$ cat src/rtl/traffic_stream_table_top_assert.svh
// Assertion macros for the traffic stream table.
`ifndef TRAFFIC_STREAM_TABLE_TOP_ASSERT_SVH
`define TRAFFIC_STREAM_TABLE_TOP_ASSERT_SVH
`ifndef SYNTHESIS
`define TST_ASSERT_SAME(label, clk, rst_n, pre, post, msg) \
  label: assert property (@(posedge clk) disable iff (!rst_n) (pre) |-> (post)) \
    else $error(msg);
`define TST_ASSERT_NEXT(label, clk, rst_n, pre, post, msg) \
  label: assert property (@(posedge clk) disable iff (!rst_n) (pre) |=> (post)) \
    else $error(msg);
`else
`define TST_ASSERT_SAME(label, clk, rst_n, pre, post, msg)
`define TST_ASSERT_NEXT(label, clk, rst_n, pre, post, msg)
`endif
`endif

$ cat src/rtl/tst_pkg.sv
// Shared types, codes and the priority-to-class map of the traffic stream table.
`timescale 1ns / 1ps
`default_nettype none
package tst_pkg;

  typedef enum logic [2:0] {
    CMD_UPDATE      = 3'd0,
    CMD_REMOVE      = 3'd1,
    CMD_QUERY_TID   = 3'd2,
    CMD_QUERY_CLASS = 3'd3,
    CMD_SET_STATUS  = 3'd4,
    CMD_FREE_TID    = 3'd5,
    CMD_REPORT      = 3'd6
  } cmd_t;

  typedef enum logic [2:0] {
    ST_IDLE = 3'b001,
    ST_WALK = 3'b010,
    ST_EMIT = 3'b100
  } state_t;

  localparam logic [1:0] DIR_BIDIR = 2'd2;
  localparam int NUM_PRIO  = 8;
  localparam int NUM_CLASS = 4;
  localparam int NUM_SUMS  = NUM_PRIO + NUM_CLASS;
  localparam logic [3:0] SUM_CLASS_BASE = 4'(NUM_PRIO);
  localparam logic [3:0] SUM_LAST       = 4'(NUM_SUMS - 1);

  function automatic logic [1:0] prio_to_class(input logic [2:0] prio);
    logic [1:0] cls;
    case (prio)
      3'd0, 3'd3: cls = 2'd0;
      3'd1, 3'd2: cls = 2'd1;
      3'd4, 3'd5: cls = 2'd2;
      default:    cls = 2'd3;
    endcase
    return cls;
  endfunction

endpackage
`default_nettype wire

$ cat src/rtl/traffic_stream_table_top.sv
// Traffic stream table: per-TID stream slots, queries and medium-time report.
//
//  channel  | ports                                   | handshake
//  ---------+-----------------------------------------+--------------------------------
//  request  | start, busy, in_*                       | taken when start & !busy
//  result   | out_valid, out_*                        | registered, no stall
//
// Per request (N = TID_SLOTS): update, remove, query tid and unknown
// codes finish in the accept cycle. Query class and set status stay busy
// while they walk all N slots; free tid stops at the first free slot. The report
// walks each slot twice through one 16-bit adder (priority, then class sum),
// then shows its 12 sums one per cycle. Results are registered and appear in
// the cycle after the one that forms them; the receiver cannot stall.
// Reset (synchronous, rst_n low) clears the valid bits and the sequencer.
`timescale 1ns / 1ps
`default_nettype none
module traffic_stream_table_top #(
  parameter int TID_SLOTS = 8
) (
  input  wire         clk,
  input  wire         rst_n,
  input  wire         start,
  output logic        busy,
  input  wire  [2:0]  in_command,
  input  wire  [2:0]  in_tid,
  input  wire  [2:0]  in_prio,
  input  wire  [1:0]  in_direction,
  input  wire  [15:0] in_airtime,
  input  wire  [1:0]  in_tclass,
  input  wire  [2:0]  in_status,
  output logic        out_valid,
  output logic        out_found,
  output logic [3:0]  out_free_tid,
  output logic        out_sum_kind,
  output logic [2:0]  out_sum_index,
  output logic [15:0] out_time_sum,
  output logic        out_last
);

  localparam int SLOT_W = (TID_SLOTS > 1) ? $clog2(TID_SLOTS) : 1;
  localparam int CNT_W  = SLOT_W + 1;
  localparam logic [SLOT_W-1:0] LAST_SLOT = SLOT_W'(TID_SLOTS - 1);
  localparam logic [4:0] SLOT_COUNT = 5'(TID_SLOTS);
  localparam logic [3:0] FULL_TID   = 4'(TID_SLOTS);

  // Slot storage: valid bits reset, fields hold whatever was last written.
  logic              valid_r [TID_SLOTS];
  logic [2:0]        prio_r  [TID_SLOTS];
  logic [1:0]        dir_r   [TID_SLOTS];
  logic [15:0]       time_r  [TID_SLOTS];
  logic [1:0]        cls_r   [TID_SLOTS];
  logic [2:0]        stat_r  [TID_SLOTS];

  // Report accumulators: eight priority sums, then four class sums.
  logic [15:0]       sum_r [tst_pkg::NUM_SUMS];

  // Sequencer.
  tst_pkg::state_t   state_r, state_nxt;
  tst_pkg::cmd_t     cmd_r;
  logic [CNT_W-1:0]  cnt_r, cnt_nxt;
  logic [3:0]        emit_r, emit_nxt;
  logic              hit_r, hit_nxt;
  logic [1:0]        ac_r;
  logic [2:0]        st_r;

  // Registered result.
  logic              out_valid_r, out_valid_nxt;
  logic              found_r, found_nxt;
  logic [3:0]        ftid_r, ftid_nxt;
  logic              kind_r, kind_nxt;
  logic [2:0]        idx_r, idx_nxt;
  logic [15:0]       tsum_r, tsum_nxt;
  logic              last_r, last_nxt;

  logic              accept;
  logic              tid_ok;
  logic [SLOT_W-1:0] tid_idx;
  logic [SLOT_W-1:0] scan_slot;
  logic              phase;
  logic              walk_end;
  logic              hit_w;
  logic [15:0]       addend;
  logic [3:0]        sum_addr;
  logic              walk_add;

  assign accept  = start && (state_r == tst_pkg::ST_IDLE);
  assign busy    = (state_r != tst_pkg::ST_IDLE);
  assign tid_ok  = ({2'b00, in_tid} < SLOT_COUNT);
  assign tid_idx = SLOT_W'(in_tid);

  // The report visits each slot twice: low count bit picks priority or class.
  assign scan_slot = (cmd_r == tst_pkg::CMD_REPORT) ? cnt_r[CNT_W-1:1] : cnt_r[SLOT_W-1:0];
  assign phase     = cnt_r[0];
  assign walk_end  = (scan_slot == LAST_SLOT) && ((cmd_r != tst_pkg::CMD_REPORT) || phase);
  assign hit_w     = hit_r || (valid_r[scan_slot] &&
                     (tst_pkg::prio_to_class(prio_r[scan_slot]) == ac_r));

  // Shared adder operand: a bidirectional stream counts twice.
  assign addend   = (dir_r[scan_slot] == tst_pkg::DIR_BIDIR) ?
                    {time_r[scan_slot][14:0], 1'b0} : time_r[scan_slot];
  assign sum_addr = phase ? (tst_pkg::SUM_CLASS_BASE + {2'b00, cls_r[scan_slot]})
                          : {1'b0, prio_r[scan_slot]};
  assign walk_add = (state_r == tst_pkg::ST_WALK) && (cmd_r == tst_pkg::CMD_REPORT) &&
                    valid_r[scan_slot];

  always_comb begin
    state_nxt     = state_r;
    cnt_nxt       = cnt_r;
    emit_nxt      = emit_r;
    hit_nxt       = hit_r;
    out_valid_nxt = 1'b0;
    found_nxt     = 1'b0;
    ftid_nxt      = 4'd0;
    kind_nxt      = 1'b0;
    idx_nxt       = 3'd0;
    tsum_nxt      = 16'd0;
    last_nxt      = 1'b0;
    unique case (state_r)
      tst_pkg::ST_IDLE: begin
        if (start) begin
          cnt_nxt  = '0;
          emit_nxt = 4'd0;
          hit_nxt  = 1'b0;
          case (tst_pkg::cmd_t'(in_command)) inside
            tst_pkg::CMD_QUERY_TID: begin
              out_valid_nxt = 1'b1;
              found_nxt     = tid_ok && valid_r[tid_idx];
              last_nxt      = 1'b1;
            end
            tst_pkg::CMD_QUERY_CLASS, tst_pkg::CMD_SET_STATUS,
            tst_pkg::CMD_FREE_TID, tst_pkg::CMD_REPORT: begin
              state_nxt = tst_pkg::ST_WALK;
            end
            default: begin
            end
          endcase
        end
      end
      tst_pkg::ST_WALK: begin
        cnt_nxt = cnt_r + 1'b1;
        case (cmd_r)
          tst_pkg::CMD_QUERY_CLASS: begin
            hit_nxt = hit_w;
            if (walk_end) begin
              out_valid_nxt = 1'b1;
              found_nxt     = hit_w;
              last_nxt      = 1'b1;
              state_nxt     = tst_pkg::ST_IDLE;
            end
          end
          tst_pkg::CMD_FREE_TID: begin
            // Stop at the first free slot.
            if (!valid_r[scan_slot] || walk_end) begin
              out_valid_nxt = 1'b1;
              ftid_nxt      = valid_r[scan_slot] ? FULL_TID : 4'(scan_slot);
              last_nxt      = 1'b1;
              state_nxt     = tst_pkg::ST_IDLE;
            end
          end
          tst_pkg::CMD_SET_STATUS: begin
            if (walk_end) begin
              state_nxt = tst_pkg::ST_IDLE;
            end
          end
          tst_pkg::CMD_REPORT: begin
            if (walk_end) begin
              emit_nxt  = 4'd0;
              state_nxt = tst_pkg::ST_EMIT;
            end
          end
          default: begin
            state_nxt = tst_pkg::ST_IDLE;
          end
        endcase
      end
      tst_pkg::ST_EMIT: begin
        out_valid_nxt = 1'b1;
        kind_nxt      = (emit_r >= tst_pkg::SUM_CLASS_BASE);
        idx_nxt       = emit_r[2:0];
        tsum_nxt      = sum_r[emit_r];
        last_nxt      = (emit_r == tst_pkg::SUM_LAST);
        emit_nxt      = emit_r + 4'd1;
        if (emit_r == tst_pkg::SUM_LAST) begin
          state_nxt = tst_pkg::ST_IDLE;
        end
      end
      default: begin
        state_nxt = tst_pkg::ST_IDLE;
      end
    endcase
  end

  // Control state.
  always_ff @(posedge clk) begin
    if (!rst_n) begin
      state_r     <= tst_pkg::ST_IDLE;
      cmd_r       <= tst_pkg::CMD_UPDATE;
      cnt_r       <= '0;
      emit_r      <= 4'd0;
      hit_r       <= 1'b0;
      out_valid_r <= 1'b0;
    end else begin
      state_r     <= state_nxt;
      cnt_r       <= cnt_nxt;
      emit_r      <= emit_nxt;
      hit_r       <= hit_nxt;
      out_valid_r <= out_valid_nxt;
      if (accept) begin
        cmd_r <= tst_pkg::cmd_t'(in_command);
      end
    end
  end

  // Request operands and result payload.
  always_ff @(posedge clk) begin
    if (accept) begin
      ac_r <= in_tclass;
      st_r <= in_status;
    end
    found_r <= found_nxt;
    ftid_r  <= ftid_nxt;
    kind_r  <= kind_nxt;
    idx_r   <= idx_nxt;
    tsum_r  <= tsum_nxt;
    last_r  <= last_nxt;
  end

  // Valid bits: set on update, drop on remove.
  always_ff @(posedge clk) begin
    if (!rst_n) begin
      for (int i = 0; i < TID_SLOTS; i++) begin
        valid_r[i] <= 1'b0;
      end
    end else if (accept && tid_ok) begin
      if (in_command == tst_pkg::CMD_UPDATE) begin
        valid_r[tid_idx] <= 1'b1;
      end else if (in_command == tst_pkg::CMD_REMOVE) begin
        valid_r[tid_idx] <= 1'b0;
      end
    end
  end

  // Slot fields: written whole on update, status rewritten by the walk.
  always_ff @(posedge clk) begin
    if (accept && tid_ok && (in_command == tst_pkg::CMD_UPDATE)) begin
      prio_r[tid_idx] <= in_prio;
      dir_r[tid_idx]  <= in_direction;
      time_r[tid_idx] <= in_airtime;
      cls_r[tid_idx]  <= in_tclass;
      stat_r[tid_idx] <= in_status;
    end else if ((state_r == tst_pkg::ST_WALK) && (cmd_r == tst_pkg::CMD_SET_STATUS) &&
                 valid_r[scan_slot]) begin
      stat_r[scan_slot] <= st_r;
    end
  end

  // Report accumulators through the shared adder.
  always_ff @(posedge clk) begin
    if (accept && (in_command == tst_pkg::CMD_REPORT)) begin
      for (int i = 0; i < tst_pkg::NUM_SUMS; i++) begin
        sum_r[i] <= 16'd0;
      end
    end else if (walk_add) begin
      sum_r[sum_addr] <= sum_r[sum_addr] + addend;
    end
  end

  assign out_valid     = out_valid_r;
  assign out_found     = found_r;
  assign out_free_tid  = ftid_r;
  assign out_sum_kind  = kind_r;
  assign out_sum_index = idx_r;
  assign out_time_sum  = tsum_r;
  assign out_last      = last_r;

`include "traffic_stream_table_top_assert.svh"

  // A report result that is not the last is followed at once by the next one.
  `TST_ASSERT_NEXT(a_report_burst, clk, rst_n, out_valid && !out_last, out_valid, "report burst broken")
  // Non-final results only come while the sequencer is still busy.
  `TST_ASSERT_SAME(a_busy_mid_burst, clk, rst_n, out_valid && !out_last, busy, "idle mid report")
  // Class sums carry class indexes only.
  `TST_ASSERT_SAME(a_class_index, clk, rst_n, out_valid && out_sum_kind, out_sum_index[2] == 1'b0, "class index out of range")
  // An accepted report keeps the block busy.
  `TST_ASSERT_NEXT(a_report_busy, clk, rst_n, start && !busy && (in_command == tst_pkg::CMD_REPORT), busy, "report not started")

endmodule
`default_nettype wire
$ cat config.mk
export PLATFORM = sky130hd
export DESIGN_NAME = traffic_stream_table_top
export DESIGN_NICKNAME = d
export VERILOG_FILES = /design/src/rtl/tst_pkg.sv /design/src/rtl/traffic_stream_table_top.sv
export VERILOG_INCLUDE_DIRS = /design/src /design/src/rtl
export SDC_FILE = /design/constraint.sdc
export NUM_CORES = 1
export LEC_CHECK = 0
export BUFFER_PORTS_ARGS = -buffer_cell sky130_fd_sc_hd__buf_4
export CORE_MARGIN = 3
export CORE_UTILIZATION = 36
export CTS_CLUSTER_SIZE = 28
export DETAILED_ROUTE_END_ITERATION = 10
export PLACE_DENSITY = 0.51
export RECOVER_POWER = 25
export SYNTH_ARGS = -nofsm -noshare
export SYNTH_HDL_FRONTEND = slang
export SYNTH_SLANG_ARGS = --single-unit
$ cat constraint.sdc
create_clock -name clk -period 13.23 [get_ports clk]
set_clock_uncertainty 0.15 [all_clocks]
set_input_delay 0 -clock clk [delete_from_list [all_inputs] [get_ports clk]]
set_output_delay 0 -clock clk [all_outputs]
set_load 0.02 [all_outputs]
==> results.rst <==
.. list-table::
   :header-rows: 1

   * - Metric
     - Value
   * - Run status
     - finished, violations left
   * - Violated checks
     - capacitance limit, slew limit
   * - Layout cell share with drive strength beyond 1
     - 0.122
   * - Residual antenna-violating net count after detailed routing
     - 0
   * - DRC violation count after routing
     - 0
   * - Total power density per cell area
     - ~140 mW/mm^2
   * - Slew Limit Headroom
     - -1.08
   * - Crit-path cells
     - clkbuf_1 -> a21o_1 -> buf_4 -> nor3_1 -> o41ai_2 -> o21ai_4 -> buf_4 -> buf_4 -> mux2i_1 -> mux2i_1 -> mux2i_1 -> o21ai_0 -> ha_1 -> nor2b_1 -> o21ai_0 -> a21oi_1 -> o21ai_0 -> a21oi_1 -> a41oi_1 -> a21oi_1 -> xnor2_1 -> inv_1
   * - Starting DRT DRC Count
     - between 1000 and 1500
   * - GR Overflow Total
     - 0
   * - Mapped cell area
     - ~0.023 sq mm
   * - Worst-case hold path end point
     - valid_r[6]$_DFF_P_
   * - Placeable core region
     - approximately 0.063 sq mm
   * - Seq/Total Area, Yosys
     - 0.620
   * - Setup bufs post-CTS
     - 0
   * - Number of warnings issued by yosys
     - 0
   * - Die Area
     - about 0.067 sq mm
   * - Clock latency on the worst-skew pair
     - around 0.60 ns
   * - Clock net sink count
     - slightly below 500
   * - Clock-pin slew reported for the worst setup and hold paths after clock tree synthesis
     - around 0.06 ns
   * - Top flip-flop cell by instance count after synthesis
     - edfxtp_1
   * - Achievable Freq
     - roughly 110 MHz
   * - Comb pwr share
     - 0.132
   * - Area growth, synth to finish
     - 15.2%
   * - Number of cells traversed by the worst hold path
     - 3
   * - HP Start
     - in_command[0]
   * - First-pass detailed-route iteration total
     - 5
   * - Data arrival time of the worst path
     - approximately 9.4 ns
   * - Number of global-route vias before repair
     - roughly 14000
   * - Switching pwr
     - between 900 and 1000 uW
   * - Critical path peak fanout
     - 63
   * - Clock period minus worst slack
     - between 9 and 10 ns
   * - Htree depth
     - 2
   * - Internal power
     - 2840 uW
   * - Peak supply drop
     - 0.103 mV
   * - Hold-fix buffers, CTS
     - 45
   * - First-pass GRT wire length
     - between 80 and 90 mm
   * - Max-cap viol count
     - 4
   * - Type of the worst min-delay path
     - input pin to register
   * - Chip height
     - around 260 um
   * - Vias post-DR
     - 14233
   * - Initial antenna violation count
     - 1
   * - Placed Instances
     - 2613
   * - Number of antenna diodes
     - 0
   * - Clock tree from TritonCTS
     - yes
   * - Number of clock buffers inserted by TritonCTS
     - between 50 and 60
   * - Setup repair after global routing missed its margin
     - false
   * - Slowest cell on the critical path
     - clkbuf_1
   * - Port Buffer Count
     - 59
   * - Total half-perimeter wirelength after legalization and detailed placement
     - 34.5 mm
   * - Final worst-path cycle share
     - 0.702
   * - Proportion of power drawn by flip-flops and latches
     - 0.481
   * - Number of enable-type register cells in the synthesized netlist
     - around 440
   * - Crit Path Class
     - register to register
   * - Endpoints failing hold
     - 0
   * - Routability congestion estimate from global placement
     - 0.808
   * - GRT Overall Usage
     - 0.177
   * - Average routed wire per standard cell
     - about 21 um
   * - Total Wirelength
     - 59.1 mm
   * - Tightest Pin Transition
     - just over 3 ns
   * - Number of placement rows
     - 92
   * - Leakage component of the power
     - between 0.009 and 0.01 uW
   * - Post-layout instance count excluding filler cells
     - around 2800
   * - Category of the worst setup path capture point
     - register
   * - Cell variety after synth
     - 74
   * - CP peak stage delay
     - 2.05 ns
   * - Minimum setup slack among reg-to-reg paths
     - slightly below 4 ns
   * - Final-report setup violation count
     - 0
   * - Mapped Avg Cell Area
     - around 13 sq um
   * - Critical register-to-register path endpoint
     - sum_r[12][14]$_DFFE_PP_
   * - Syn Inst Count
     - between 1500 and 2000
   * - Final layout net count
     - 1923
   * - Worst r2r path cells
     - 22
   * - Root Driver
     - clkbuf_16
   * - Count of pins over their slew limit
     - between 100 and 150
   * - Sum Neg Setup Slack
     - 0 ns
   * - Starting Density
     - 0.364
   * - Vias per std cell
     - around 5.2
   * - Chip Width
     - between 200 and 300 um
   * - Async set-or-reset flop fraction in the synthesized netlist
     - 0
   * - Maximum root-to-sink buffer count
     - 3
   * - Total I/O pin count
     - 63
   * - Number of instances resized during post-cts repair
     - 0
   * - Startpoint of the most critical register-to-register path
     - cnt_r[0]$_SDFFE_PN0P_
   * - CP required
     - 13.35 ns
   * - #FFs+latches synth
     - slightly below 500
   * - Crit start category
     - register
   * - Largest net degree at the start of global routing
     - 71
   * - Portion of total power attributed to the clock network
     - 0.386
   * - Fraction of power spent switching nets
     - 0.259
## synth_stat cells (3+ instances only)
library cell	n	area share
edfxtp_1	442	0.58
nor2_1	232	0.038
nand2_1	204	0.033
mux2i_1	174	0.076
mux4_2	84	0.082
clkbuf_1	72	0.012
nand3_1	68	0.015
dfxtp_1	50	0.043
inv_1	34	0.0055
o21ai_0	33	0.0072
buf_2	25	0.0054
and2_1	21	0.0057
a21oi_1	20	0.0043
and3_1	18	0.0049
ha_1	18	0.0098
buf_1	17	0.0028
a31oi_1	16	0.0043
a311oi_1	15	0.0057
o31ai_1	15	0.0049
nand3b_1	14	0.0046
nor2b_1	13	0.0035
a211oi_1	12	0.0039
nor3_1	11	0.0024
o211ai_1	10	0.0033
xor2_1	10	0.0038
buf_4	9	0.0029
nand2b_1	9	0.0024
xnor2_1	8	0.0030
a21boi_0	7	0.0023
a21o_1	7	0.0023
mux2_2	5	0.0024
a32oi_1	4	0.0015
buf_6	4	0.0020
nand4_1	4	0.0011
and4b_1	3	0.0013
## per-layer routing
metal,routed length (um),track usage,vias to the layer above
met1,25300,0.227,7152
met5,13,0,-
li1,-,-,6667
met4,1350,0.0490,2
met2,29900,0.310,318
met3,2630,0.0266,94
## flip-flops by register name (all words and copies together) (netlist names), 3 cells and up
name           flops
out_time_sum      16
cnt_r              4
cls_r             16
state_r            3
cmd_r              3
time_r           128
out_free_tid       4
sum_r            256
valid_r            8
dir_r             16
out_sum_index      3
prio_r            24
emit_r             4
## cell usage in the layout, fill, tap and decap left out, types with 11 or more instances in the layout
| cell | Yosys | routed |
|---|---|---|
| edfxtp_1 | 442 | 442 |
| nor2_1 | 232 | 225 |
| nand2_1 | 204 | 204 |
| mux2i_1 | 174 | 174 |
| mux4_2 | 84 | 84 |
| nand3_1 | 68 | 68 |
| clkbuf_1 | 72 | 68 |
| conb_1 | 1 | 64 |
| clkbuf_16 | 0 | 56 |
| dfxtp_1 | 50 | 49 |
| dlygate4sd3_1 | 0 | 45 |
| buf_4 | 9 | 40 |
| inv_1 | 34 | 34 |
| o21ai_0 | 33 | 33 |
| and2_1 | 21 | 19 |
| and3_1 | 18 | 18 |
| a21oi_1 | 20 | 18 |
| ha_1 | 18 | 18 |
| a31oi_1 | 16 | 16 |
| a311oi_1 | 15 | 15 |
| o31ai_1 | 15 | 15 |
| nand3b_1 | 14 | 14 |
| nor2b_1 | 13 | 13 |
| a211oi_1 | 12 | 12 |
| nor3_1 | 11 | 11 |
## per-stage QoR
step	hold slack (ns)	power, uW	util	area, sq um	worst slack, ns
finish	0.114	3830	0.420	26500	3.94
global route	0.105	3990	0.420	26500	3.13
CTS	0.000235	3880	0.423	26700	4.85
detailed placement	0.0890	2380	0.388	24500	4.91
global placement	0.0803	2360	0.388	24500	5.02
floorplan	-0.0511	2220	-	23300	8.04
## logic make-up after synthesis
group           share of synthesized area
simple gates                        0.120
flops                               0.620
mux                                 0.161
compound gates                     0.0496
buf+inv                            0.0306
fa+ha+maj                          0.0107
xor+xnor                          0.00756
other cells                      0.000163
## worst max path at each step
stage / slack [ns] / end / cells past startpoint / start
after floorplan: 8.04 / sum_r[12][12]$_DFFE_PP_ / 26 / cnt_r[1]$_SDFFE_PN0P_
after global placement: 5.02 / sum_r[12][12]$_DFFE_PP_ / 24 / cnt_r[2]$_SDFFE_PN0P_
after detailed placement: 4.91 / sum_r[13][14]$_DFFE_PP_ / 22 / cnt_r[2]$_SDFFE_PN0P_
after CTS: 4.85 / sum_r[12][14]$_DFFE_PP_ / 22 / cnt_r[2]$_SDFFE_PN0P_
after global routing: 3.13 / sum_r[12][14]$_DFFE_PP_ / 22 / cnt_r[0]$_SDFFE_PN0P_
final: 3.94 / sum_r[12][14]$_DFFE_PP_ / 22 / cnt_r[0]$_SDFFE_PN0P_
## power groups by stage
stage | sequential [uW] | clock [uW] | combinational, uW
after global routing | 1850 | 1580 | 564
final | 1840 | 1480 | 507
after detailed placement | 1870 | 0 | 502
after global placement | 1870 | 0 | 492
after floorplan | 1860 | 0 | 362
after CTS | 1840 | 1520 | 515
## worst max-delay path, delay by kind of cell, from the launching register on
| kind | cells | cell delay (ns) |
|---|---|---|
| compound gates | 10 | 2.56 |
| xor+xnor | 1 | 0.89 |
| fa+ha+maj | 1 | 0.36 |
| buf+inv | 5 | 3.72 |
| flops | 1 | 0.35 |
| mux | 3 | 0.59 |
| simple gates | 2 | 0.27 |
## cell type report
type	instances	area (sq um)
Fill cell	5935	36700
Sequential cell	492	14300
Multi-Input combinational cell	1148	8350
Clock buffer	76	1490
Tap cell	846	1060
Timing Repair Buffer	137	957
Clock inverter	27	251
Inverter	35	131
Note: power is estimated with default switching activity, not from simulation.
